===== src/hw/rtl/btnlad_pkg.sv =====
// btnlad_pkg: shared widths, register indexes, reset values and types
// for the button ladder and ir qualifier block; no dependencies
package btnlad_pkg;

  localparam int unsigned TimeBits  = 32;
  localparam int unsigned AdcBits   = 12;
  localparam int unsigned IrButtons = 4;
  localparam int unsigned IrBtnBits = 2;
  localparam int unsigned CfgIdxBits  = 3;
  localparam int unsigned CfgDataBits = 16;
  localparam int unsigned MsBits      = 16;

  // analog channel slots
  localparam int unsigned AnUp   = 0;
  localparam int unsigned AnMode = 1;
  localparam int unsigned AnDown = 2;
  localparam int unsigned AnCount = 3;

  // ir button codes
  localparam int unsigned IrUp   = 0;
  localparam int unsigned IrDown = 1;
  localparam int unsigned IrMode = 2;
  localparam int unsigned IrPlay = 3;

  // configuration register indexes
  localparam logic [CfgIdxBits-1:0] RegUpLow    = 3'd0;
  localparam logic [CfgIdxBits-1:0] RegUpHigh   = 3'd1;
  localparam logic [CfgIdxBits-1:0] RegModeLow  = 3'd2;
  localparam logic [CfgIdxBits-1:0] RegModeHigh = 3'd3;
  localparam logic [CfgIdxBits-1:0] RegDownThr  = 3'd4;
  localparam logic [CfgIdxBits-1:0] RegDebounce = 3'd5;
  localparam logic [CfgIdxBits-1:0] RegIrTmo    = 3'd6;

  // reset values
  localparam logic [AdcBits-1:0] RstUpLow    = 12'd1300;
  localparam logic [AdcBits-1:0] RstUpHigh   = 12'd1700;
  localparam logic [AdcBits-1:0] RstModeLow  = 12'd2300;
  localparam logic [AdcBits-1:0] RstModeHigh = 12'd2700;
  localparam logic [AdcBits-1:0] RstDownThr  = 12'd3700;
  localparam logic [MsBits-1:0]  RstDebounce = 16'd50;
  localparam logic [MsBits-1:0]  RstIrTmo    = 16'd200;

  typedef struct packed {
    logic [AdcBits-1:0] up_low;
    logic [AdcBits-1:0] up_high;
    logic [AdcBits-1:0] mode_low;
    logic [AdcBits-1:0] mode_high;
    logic [AdcBits-1:0] down_thr;
    logic [MsBits-1:0]  debounce;
    logic [MsBits-1:0]  ir_timeout;
  } cfg_t;

  typedef struct packed {
    logic menu_up;
    logic menu_down;
    logic menu_mode;
    logic play_pause;
  } result_t;

endpackage


===== src/hw/rtl/button_ladder_and_ir_qualifier_core.sv =====
// button_ladder_and_ir_qualifier_core: top level, input and result registers
// depends on btnlad_pkg, btnlad_cfg_regs, btnlad_qual

// each poll transaction carries a ms timestamp, one ladder adc sample and an
// optional ir button event; one result transaction comes back per poll with
// menu up, down, mode and play/pause qualified by the debounce time. a poll
// can be accepted every clock cycle unless in_stall_o is high; its result
// passes through the input register, then the result register that holds the
// compare/subtract logic's output. press state is updated as a poll moves
// from the input register into the result register, so polls back to back see
// each other's effects in order. stalls on the result side hold the result
// register and then the input register; in_stall_o rises only when both are
// full. configuration writes are always ready and take effect on the next
// cycle; write them only while no poll is in flight

module button_ladder_and_ir_qualifier_core (
  input  logic                               clk_i,
  input  logic                               rst_ni,
  // poll input channel
  input  logic                               in_valid_i,
  output logic                               in_stall_o,
  input  logic [btnlad_pkg::TimeBits-1:0]    now_ms_i,
  input  logic [btnlad_pkg::AdcBits-1:0]     adc_level_i,
  input  logic                               ir_event_i,
  input  logic [btnlad_pkg::IrBtnBits-1:0]   ir_button_i,
  // result channel
  output logic                               out_valid_o,
  input  logic                               out_stall_i,
  output logic                               menu_up_o,
  output logic                               menu_down_o,
  output logic                               menu_mode_o,
  output logic                               play_pause_o,
  // configuration write channel
  input  logic                               cfg_valid_i,
  output logic                               cfg_ready_o,
  input  logic [btnlad_pkg::CfgIdxBits-1:0]  cfg_index_i,
  input  logic [btnlad_pkg::CfgDataBits-1:0] cfg_data_i
);

  btnlad_pkg::cfg_t    cfg;
  btnlad_pkg::result_t res;

  // input register
  logic                             in_valid_q, in_valid_d;
  logic [btnlad_pkg::TimeBits-1:0]  now_q;
  logic [btnlad_pkg::AdcBits-1:0]   adc_q;
  logic                             ev_q;
  logic [btnlad_pkg::IrBtnBits-1:0] btn_q;

  // result register
  logic                             out_valid_q, out_valid_d;
  btnlad_pkg::result_t              res_q;

  logic in_take;   // poll transaction accepted this cycle
  logic advance;   // input register moves into the result register

  assign cfg_ready_o = 1'b1;

  btnlad_cfg_regs u_cfg (
    .clk_i     (clk_i),
    .rst_ni    (rst_ni),
    .wr_en_i   (cfg_valid_i),
    .wr_idx_i  (cfg_index_i),
    .wr_data_i (cfg_data_i),
    .cfg_o     (cfg)
  );

  // result slot is free when empty or being drained this cycle
  assign advance    = in_valid_q && (!out_valid_q || !out_stall_i);
  assign in_stall_o = in_valid_q && !advance;
  assign in_take    = in_valid_i && !in_stall_o;

  assign in_valid_d  = in_take || (in_valid_q && !advance);
  assign out_valid_d = advance || (out_valid_q && out_stall_i);

  always_ff @(posedge clk_i or negedge rst_ni) begin
    if (!rst_ni) begin
      in_valid_q  <= 1'b0;
      out_valid_q <= 1'b0;
    end else begin
      in_valid_q  <= in_valid_d;
      out_valid_q <= out_valid_d;
    end
  end

  // payload registers, no reset needed
  always_ff @(posedge clk_i) begin
    if (in_take) begin
      now_q <= now_ms_i;
      adc_q <= adc_level_i;
      ev_q  <= ir_event_i;
      btn_q <= ir_button_i;
    end
    if (advance) begin
      res_q <= res;
    end
  end

  // press tracking and qualification, state commits on advance
  btnlad_qual u_qual (
    .clk_i       (clk_i),
    .rst_ni      (rst_ni),
    .step_i      (advance),
    .cfg_i       (cfg),
    .now_i       (now_q),
    .adc_i       (adc_q),
    .ir_event_i  (ev_q),
    .ir_button_i (btn_q),
    .result_o    (res)
  );

  assign out_valid_o  = out_valid_q;
  assign menu_up_o    = res_q.menu_up;
  assign menu_down_o  = res_q.menu_down;
  assign menu_mode_o  = res_q.menu_mode;
  assign play_pause_o = res_q.play_pause;

endmodule


===== src/hw/rtl/btnlad_cfg_regs.sv =====
// btnlad_cfg_regs: configuration register file, written one register per transaction
// depends on btnlad_pkg
module btnlad_cfg_regs (
  input  logic                                clk_i,
  input  logic                                rst_ni,
  input  logic                                wr_en_i,
  input  logic [btnlad_pkg::CfgIdxBits-1:0]   wr_idx_i,
  input  logic [btnlad_pkg::CfgDataBits-1:0]  wr_data_i,
  output btnlad_pkg::cfg_t                    cfg_o
);

  btnlad_pkg::cfg_t cfg_q, cfg_d;

  always_comb begin
    cfg_d = cfg_q;
    if (wr_en_i) begin
      unique case (wr_idx_i)
        btnlad_pkg::RegUpLow:    cfg_d.up_low     = wr_data_i[btnlad_pkg::AdcBits-1:0];
        btnlad_pkg::RegUpHigh:   cfg_d.up_high    = wr_data_i[btnlad_pkg::AdcBits-1:0];
        btnlad_pkg::RegModeLow:  cfg_d.mode_low   = wr_data_i[btnlad_pkg::AdcBits-1:0];
        btnlad_pkg::RegModeHigh: cfg_d.mode_high  = wr_data_i[btnlad_pkg::AdcBits-1:0];
        btnlad_pkg::RegDownThr:  cfg_d.down_thr   = wr_data_i[btnlad_pkg::AdcBits-1:0];
        btnlad_pkg::RegDebounce: cfg_d.debounce   = wr_data_i[btnlad_pkg::MsBits-1:0];
        btnlad_pkg::RegIrTmo:    cfg_d.ir_timeout = wr_data_i[btnlad_pkg::MsBits-1:0];
        default: ;  // unused index, write dropped
      endcase
    end
  end

  always_ff @(posedge clk_i or negedge rst_ni) begin
    if (!rst_ni) begin
      cfg_q.up_low     <= btnlad_pkg::RstUpLow;
      cfg_q.up_high    <= btnlad_pkg::RstUpHigh;
      cfg_q.mode_low   <= btnlad_pkg::RstModeLow;
      cfg_q.mode_high  <= btnlad_pkg::RstModeHigh;
      cfg_q.down_thr   <= btnlad_pkg::RstDownThr;
      cfg_q.debounce   <= btnlad_pkg::RstDebounce;
      cfg_q.ir_timeout <= btnlad_pkg::RstIrTmo;
    end else begin
      cfg_q <= cfg_d;
    end
  end

  assign cfg_o = cfg_q;

endmodule


===== src/hw/rtl/btnlad_qual.sv =====
// btnlad_qual: press tracking state and qualification logic for one poll
// depends on btnlad_pkg
module btnlad_qual (
  input  logic                               clk_i,
  input  logic                               rst_ni,
  input  logic                               step_i,
  input  btnlad_pkg::cfg_t                   cfg_i,
  input  logic [btnlad_pkg::TimeBits-1:0]    now_i,
  input  logic [btnlad_pkg::AdcBits-1:0]     adc_i,
  input  logic                               ir_event_i,
  input  logic [btnlad_pkg::IrBtnBits-1:0]   ir_button_i,
  output btnlad_pkg::result_t                result_o
);

  localparam int unsigned TB = btnlad_pkg::TimeBits;
  localparam int unsigned NA = btnlad_pkg::AnCount;
  localparam int unsigned NI = btnlad_pkg::IrButtons;

  logic [NA-1:0]         an_pressed_q, an_pressed_d;
  logic [TB-1:0]         an_start_q [NA];
  logic [NI-1:0]         ir_pressed_q, ir_pressed_d;
  logic [TB-1:0]         ir_start_q [NI];
  logic [TB-1:0]         ir_seen_q  [NI];

  logic [NA-1:0]         an_win;
  logic [NA-1:0]         an_qual;
  logic [NI-1:0]         ir_hit;
  logic [NI-1:0]         ir_tmo;
  logic [NI-1:0]         ir_qual;
  logic [TB-1:0]         deb_ext, tmo_ext;

  assign deb_ext = TB'(cfg_i.debounce);
  assign tmo_ext = TB'(cfg_i.ir_timeout);

  // ladder windows, an inverted window never matches
  assign an_win[btnlad_pkg::AnUp]   = (adc_i >= cfg_i.up_low) && (adc_i <= cfg_i.up_high);
  assign an_win[btnlad_pkg::AnMode] = (adc_i >= cfg_i.mode_low) && (adc_i <= cfg_i.mode_high);
  assign an_win[btnlad_pkg::AnDown] = (adc_i >= cfg_i.down_thr);

  always_comb begin
    for (int a = 0; a < NA; a++) begin
      an_pressed_d[a] = an_win[a];
      // a fresh press has zero elapsed time, so only a running one qualifies
      an_qual[a] = an_win[a] && an_pressed_q[a] && ((now_i - an_start_q[a]) > deb_ext);
    end
  end

  always_comb begin
    for (int b = 0; b < NI; b++) begin
      ir_hit[b] = ir_event_i && (ir_button_i == btnlad_pkg::IrBtnBits'(b));
      ir_tmo[b] = (now_i - ir_seen_q[b]) > tmo_ext;
      // a refreshed button sees zero elapsed since last seen, so no timeout
      ir_pressed_d[b] = ir_hit[b] || (ir_pressed_q[b] && !ir_tmo[b]);
      ir_qual[b] = ir_pressed_q[b] && (ir_hit[b] || !ir_tmo[b]) &&
                   ((now_i - ir_start_q[b]) > deb_ext);
    end
  end

  always_ff @(posedge clk_i or negedge rst_ni) begin
    if (!rst_ni) begin
      an_pressed_q <= '0;
      ir_pressed_q <= '0;
    end else if (step_i) begin
      an_pressed_q <= an_pressed_d;
      ir_pressed_q <= ir_pressed_d;
    end
  end

  always_ff @(posedge clk_i) begin
    if (step_i) begin
      for (int a = 0; a < NA; a++) begin
        if (!an_pressed_q[a]) begin
          an_start_q[a] <= now_i;
        end
      end
      for (int b = 0; b < NI; b++) begin
        if (ir_hit[b]) begin
          ir_seen_q[b] <= now_i;
          if (!ir_pressed_q[b]) begin
            ir_start_q[b] <= now_i;
          end
        end
      end
    end
  end

  assign result_o.menu_up    = an_qual[btnlad_pkg::AnUp]   || ir_qual[btnlad_pkg::IrUp];
  assign result_o.menu_down  = an_qual[btnlad_pkg::AnDown] || ir_qual[btnlad_pkg::IrDown];
  assign result_o.menu_mode  = an_qual[btnlad_pkg::AnMode] || ir_qual[btnlad_pkg::IrMode];
  assign result_o.play_pause = ir_qual[btnlad_pkg::IrPlay];

endmodule

===== config.mk =====
export PLATFORM = sky130hd
export DESIGN_NAME = button_ladder_and_ir_qualifier_core
export DESIGN_NICKNAME = d
export VERILOG_FILES = /design/src/hw/rtl/btnlad_pkg.sv /design/src/hw/rtl/button_ladder_and_ir_qualifier_core.sv /design/src/hw/rtl/btnlad_cfg_regs.sv /design/src/hw/rtl/btnlad_qual.sv
export SDC_FILE = /design/constraint.sdc
export NUM_CORES = 1
export LEC_CHECK = 0
export BUFFER_PORTS_ARGS = -buffer_cell sky130_fd_sc_hd__clkbuf_2
export CELL_PAD_IN_SITES_DETAIL_PLACEMENT = 1
export CELL_PAD_IN_SITES_GLOBAL_PLACEMENT = 1
export CORE_ASPECT_RATIO = 0.75
export CORE_MARGIN = 5
export CORE_UTILIZATION = 45
export DETAILED_ROUTE_END_ITERATION = 16
export PLACE_DENSITY_LB_ADDON = 0.25
export SLEW_MARGIN = 20
export SYNTH_ARGS = -nofsm -noshare
export SYNTH_HDL_FRONTEND = slang
export SYNTH_SLANG_ARGS = --single-unit

===== constraint.sdc =====
create_clock -name clk_i -period 13.4 [get_ports clk_i]
set_input_delay 2.01 -clock clk_i [delete_from_list [all_inputs] [get_ports clk_i]]
set_output_delay 2.01 -clock clk_i [all_outputs]
set_load 0.03 [all_outputs]

* Word-level counts from Yosys, hierarchy flattened *
Memories as Yosys holds them, arrays and structs flattened.
Index checks and enable logic that the tools add are counted.

word-level totals
  RAM bits = 352
  bits in read-only memories = 0
  memories kept = 3
  input port bits = 71
  word-level logic and storage cells = 178
  latch bits = 0
  bits in registers = 152
  output and inout port bits = 7

memory list
  name               depth  bits a word  read ports  clocked after Yosys merged registers in  write ports  line               text
  u_qual.ir_seen_q   4      32           4           0                                        1            btnlad_qual.sv:23  logic [TB-1:0] ir_seen_q [NI];
  u_qual.ir_start_q  4      32           4           0                                        1            btnlad_qual.sv:22  logic [TB-1:0] ir_start_q [NI];
  u_qual.an_start_q  3      32           3           0                                        3            btnlad_qual.sv:20  logic [TB-1:0] an_start_q [NA];

operators by class
  reductions and logical operators = 65
  $add $sub $neg = 11
  multiply operators = 0
  bitwise logic cells = 0
  eq/ne operators = 9
  shifts and indexed selects = 0
  divide/modulo/power cells = 0
  multiplexer cells = 55
  order comparisons = 16

operators with widths
  operator                                              count
  > comparator 32 x 16 -> 1 bit                         11
  subtractor 32 bit                                     11
  2-to-1 mux 32 bit                                     6
  OR reduction 32 bit                                   6
  2-to-1 mux 1 bit                                      43
  greater-or-equal comparator 12 bit                    3
  logical AND 1 bit                                     28
  less-or-equal comparator 12 bit                       2
  logical OR 1 bit                                      14
  AND reduction 2 bit                                   7
  2-to-1 mux 2 bit                                      6
  equality test 3 bit (second input constant)           3
  zero test 1 bit                                       8
  equality test 3 x 2 -> 1 bit (second input constant)  2
  equality test 2 bit (second input constant)           2
  equality test 3 x 1 -> 1 bit (second input constant)  1
  zero test 3 bit                                       1
  equality test 2 x 1 -> 1 bit (second input constant)  1
  zero test 2 bit                                       1

* Logic depth before layout (Yosys ltp) *
  depth in word-level cells = 9
  gate-level depth with buffers = 25
  mapped depth without buffers = 25

* Modules after synthesis *
From an unflattened synthesis, not the netlist that was laid out.

unflattened totals
  cells, all modules = 4449
  area total of the unflattened synthesis = 41936.5 um^2

modules (own cells, without submodules)
  module                               sequential area each (um^2)  area an instance (um^2)  times used  cells each
  btnlad_qual                          10745.3                      36746.5                  1           4190
  btnlad_cfg_regs                      2344.7                       3554.7                   1           198
  button_ladder_and_ir_qualifier_core  1581.5                       1635.3                   1           61

* Worst setup path before layout *
Ideal clock, no wire load.

  kind = reg2reg
  from = register now_q[1] (netlist name)
  to = register res_q, in the netlist menu_mode_o, data pin
  path buffers = 0
  period minus slack after synthesis = 5.651 ns
  stages on the path, launching flop included = 22
  arrival time = 5.486 ns
  slack = 7.749 ns
  library setup time = 0.165 ns
  required time = 13.235 ns
  path through = edfxtp_1 -> inv_1 -> fa_1 -> nand2b_1 -> a21oi_1 -> nand2b_1 -> a21oi_1 -> o21ai_0 -> a31o_2 -> a21o_1 -> a21oi_1 -> xnor2_1 -> ha_1 -> nand4_1 -> or4_1 -> o32a_1 -> nor4_2 -> o2111ai_1 -> or4_1 -> nor3_2 -> a21oi_1 -> o31ai_2

RTL lines
  what                    line                                       text
  start, declared         button_ladder_and_ir_qualifier_core.sv:45  logic [btnlad_pkg::TimeBits-1:0] now_q;
  start signal, assigned  button_ladder_and_ir_qualifier_core.sv:89  now_q <= now_ms_i;
  end signal, assigned    button_ladder_and_ir_qualifier_core.sv:95  res_q <= res;
  end, declared           button_ladder_and_ir_qualifier_core.sv:52  btnlad_pkg::result_t res_q;

==> flow_summary.json <==
{
  "status": "finished, final reports clean",
  "met3_length_um": 8200,
  "internal_power_uw": 3640,
  "setup_viol": 0,
  "fin_util": 0.501,
  "clk_latency_ns": 0.69,
  "core_area_mm2": 0.0916,
  "htreeDepth": 2,
  "swShare": 0.357,
  "cts.sinks": 504,
  "cp.arrival_ns": 7.05,
  "die-width_um": 361,
  "post-route-period-util": 0.490,
  "synth_nets": 5148,
  "cp_data_required_time_ns": 13.88,
  "cp_slowest_stage_delay_ns": 0.63,
  "switchingPower_uw": 2030,
  "post-route-drc-count": 0,
  "crit_buf_inv": 1,
  "clock_skew_ns": 0.0521,
  "relSlewSlack": 0.262,
  "fin_area_mm2": 0.0459,
  "power.density_mw_per_mm2": 123,
  "synth_common_cells": "ha_1 (577), inv_1 (517), edfxtp_1 (403)",
  "final_antenna_net_count": 0,
  "syn_avg_cell_area_um2": 9.28,
  "path_max_fanout": 12,
  "final-hold-violation-count": 0,
  "top_layer": "met5",
  "die_h_um": 273,
  "start_util": 0.454,
  "drt-initial-drc-count": 2672,
  "vias_per_cell": 6.03,
  "pwr-share-comb": 0.341,
  "fp-row-count": 96,
  "grt_overflow_total": 0,
  "cts.reportedPaths.clkPinSlew_ns": 0.06,
  "yosys.cell_count.top_type": "ha_1",
  "wl_met1_um": 63400,
  "ir_drop_mv": 0.166,
  "die_area_mm2": 0.0988,
  "setup_ws_ns": 6.83,
  "wire_per_inst_um": 23.4,
  "crit_path_top_delay_cell": "edfxtp_1",
  "grt_pass1_vias": 36220,
  "yosysSeqAreaShare": 0.352,
  "min_path_type": "flip-flop to flip-flop",
  "dpl-instance-area_mm2": 0.0437,
  "pwr-share-clk": 0.320,
  "yosysWarnings": 0,
  "async_flop_share": 0.200,
  "syn_inst": 4489,
  "rsz0062_at_grt": "false",
  "period_minus_slack_ns": 6.57,
  "grt_first_pass_wirelength_um": 211000,
  "netlist_area_mm2": 0.0416,
  "fmax_mhz": 152,
  "fin_nets": 5251,
  "synth_top_area_frac": 0.291,
  "ios": 78,
  "cts_resized": 0,
  "yosysUniqueCellTypes": 100,
  "power.share.sequential": 0.339,
  "cts_tree": "done",
  "cp_top_family": "simple AND/OR/NAND/NOR gates",
  "routed_wl_um": 137000,
  "synth_edf_count": 403,
  "routed-via-count": 35404,
  "power.leakage_uw": 0.0201,
  "ys.flop_type": "edfxtp_1",
  "dp_hpwl_um": 101000,
  "tns_ns": 0,
  "grt_max_degree": 61,
  "antenna_found_initial": 4,
  "cts_root_buf": "clkbuf_16",
  "path_class": "flip-flop to flip-flop",
  "syn_to_final_growth_pct": 10.3,
  "hold_buffers": 0,
  "wl_met2_um": 60200,
  "yosysTopAreaCell": "edfxtp_1",
  "startpoint_type": "flip-flop",
  "tightest_slew_ns": 1.10,
  "cpMostUsedCell": "a21oi_1",
  "port_buffers": 76,
  "cp-end-kind": "flip-flop",
  "synthTopCellsByArea": "edfxtp_1 (29%), ha_1 (17%), inv_1 (4.7%), a21oi_1 (4.6%), dfrtp_1 (4.0%)",
  "cts_buffers": 60,
  "path_cells": "inv_1 -> ha_1 -> fa_1 -> nand2b_1 -> a21oi_1 -> nand2b_1 -> a21oi_1 -> o21ai_0 -> a31o_2 -> a21o_1 -> a21oi_1 -> xnor2_1 -> ha_1 -> nand4_1 -> or4_1 -> o32a_1 -> nor4_2 -> o2111ai_1 -> or4_1 -> nor3_2 -> a21oi_1 -> o31ai_2",
  "cts_setup_buffers": 0,
  "ys_ff_latch": 504,
  "place_ws_ns": 6.99,
  "first_pass_iters": 5,
  "place.gp.congestion": 0.887,
  "max_cap_viol_count": 0,
  "layout-drive-gt1-share": 0.0840,
  "ctsLongestPathBuffers": 3,
  "slew_viol_final": 0,
  "globalRouteTotalUtil": 0.271
}
==> worst register-to-register path, delay by kind of cell, from the launching register on <==
| family | cells | cell delay, ns |
|---|---|---|
| flops | 1 | 0.63 |
| buf+inv | 1 | 0.41 |
| fa+ha+maj | 3 | 1.07 |
| simple gates | 7 | 2.31 |
| compound gates | 10 | 1.84 |
| xor+xnor | 1 | 0.14 |
==> sequential cells by signal, indices dropped and copies added, names as in the netlist, 2 cells and up <==
| register | count |
|---|---|
| now_q | 32 |
| u_qual.an_pressed_q | 3 |
| u_qual.ir_pressed_q | 4 |
| adc_q | 12 |
| u_cfg.cfg_o | 92 |
| u_qual.ir_seen_q | 128 |
| u_qual.ir_start_q | 128 |
| u_qual.an_start_q | 96 |
| btn_q | 2 |
==> path summary, 6_finish.rpt <==
kind / startpoint / to / cells past startpoint / slack (ns)
setup / recovery: now_q[0]$_DFFE_PP_ / menu_mode_o$_DFFE_PP_ / 22 / 6.83
hold / removal: u_cfg.cfg_o[12]$_DFFE_PN0P_ / u_cfg.cfg_o[12]$_DFFE_PN0P_ / 1 / 0.51
setup reg to reg: now_q[0]$_DFFE_PP_ / menu_mode_o$_DFFE_PP_ / 22 / 6.83
hold reg to reg: u_cfg.cfg_o[12]$_DFFE_PN0P_ / u_cfg.cfg_o[12]$_DFFE_PN0P_ / 1 / 0.51
max in group asynchronous: rst_ni / u_qual.ir_pressed_q[1]$_DFFE_PN0P_ / 2 / 10.71
min in group asynchronous: rst_ni / u_cfg.cfg_o[72]$_DFFE_PN0P_ / 1 / 1.33
==> placed cells by master, fill, tap and decap left out, types with 75 or more instances in the layout <==
| cell | synthesis | layout |
|---|---|---|
| clkbuf_2 | 1 | 75 |
| o21ai_0 | 280 | 280 |
| nand3_1 | 124 | 124 |
| a21oi_1 | 383 | 383 |
| a21o_1 | 169 | 169 |
| nor2_1 | 247 | 240 |
| nand2_1 | 302 | 302 |
| xnor2_1 | 154 | 154 |
| inv_1 | 517 | 517 |
| nand4_1 | 93 | 93 |
| edfxtp_1 | 403 | 403 |
| ha_1 | 577 | 577 |
==> layer usage <==
layer / up-vias / global-route usage
li1: 16766 / -
met1: 17538 / 0.374
met2: 855 / 0.427
met3: 243 / 0.0468
met4: 2 / 0.101
met5: - / 0
==> logic make-up after synthesis <==
family	Yosys count	synth area share
AOI/OAI and AO/OA	1335	0.208
adders and majority gates	588	0.179
other	1	0.0000901
muxes	74	0.0194
DFF	504	0.352
buffers and inverters	613	0.0559
xor gates and xnor gates	225	0.0473
and+or+nand+nor	1149	0.138
==> power groups by stage <==
| stage | sequential (µW) | combinational, µW | clock [µW] |
|---|---|---|---|
| after floorplan | 1950 | 1290 | 0 |
| after global placement | 1940 | 1810 | 0 |
| after detailed placement | 1950 | 1890 | 0 |
| after CTS | 1920 | 1910 | 1850 |
| after global routing | 1930 | 2140 | 1920 |
| final | 1920 | 1930 | 1820 |
==> area by class of cell <==
| cell class | count | area [µm²] |
|---|---|---|
| flip-flops and latches | 504 | 14700 |
| inverters | 517 | 1940 |
| fillers | 10519 | 45700 |
| well taps | 1225 | 1530 |
| clock inverters | 43 | 551 |
| diodes | 3 | 7.51 |
| repair buffers | 137 | 853 |
| clock buffers | 71 | 1640 |
| multi-input cells | 3372 | 24700 |
==> metrics by stage <==
stage / total power, µW / std cells / hold WS (ns)
after floorplan: 3240 / 4489 / 0.457
final: 5670 / 5872 / 0.511
after detailed placement: 3840 / 5754 / 0.492
after global placement: 3750 / 5754 / 0.467
after global routing: 5990 / 5869 / 0.525
after CTS: 5690 / 5868 / 0.511
No activity file was read; power rests on OpenSTA's default activity.
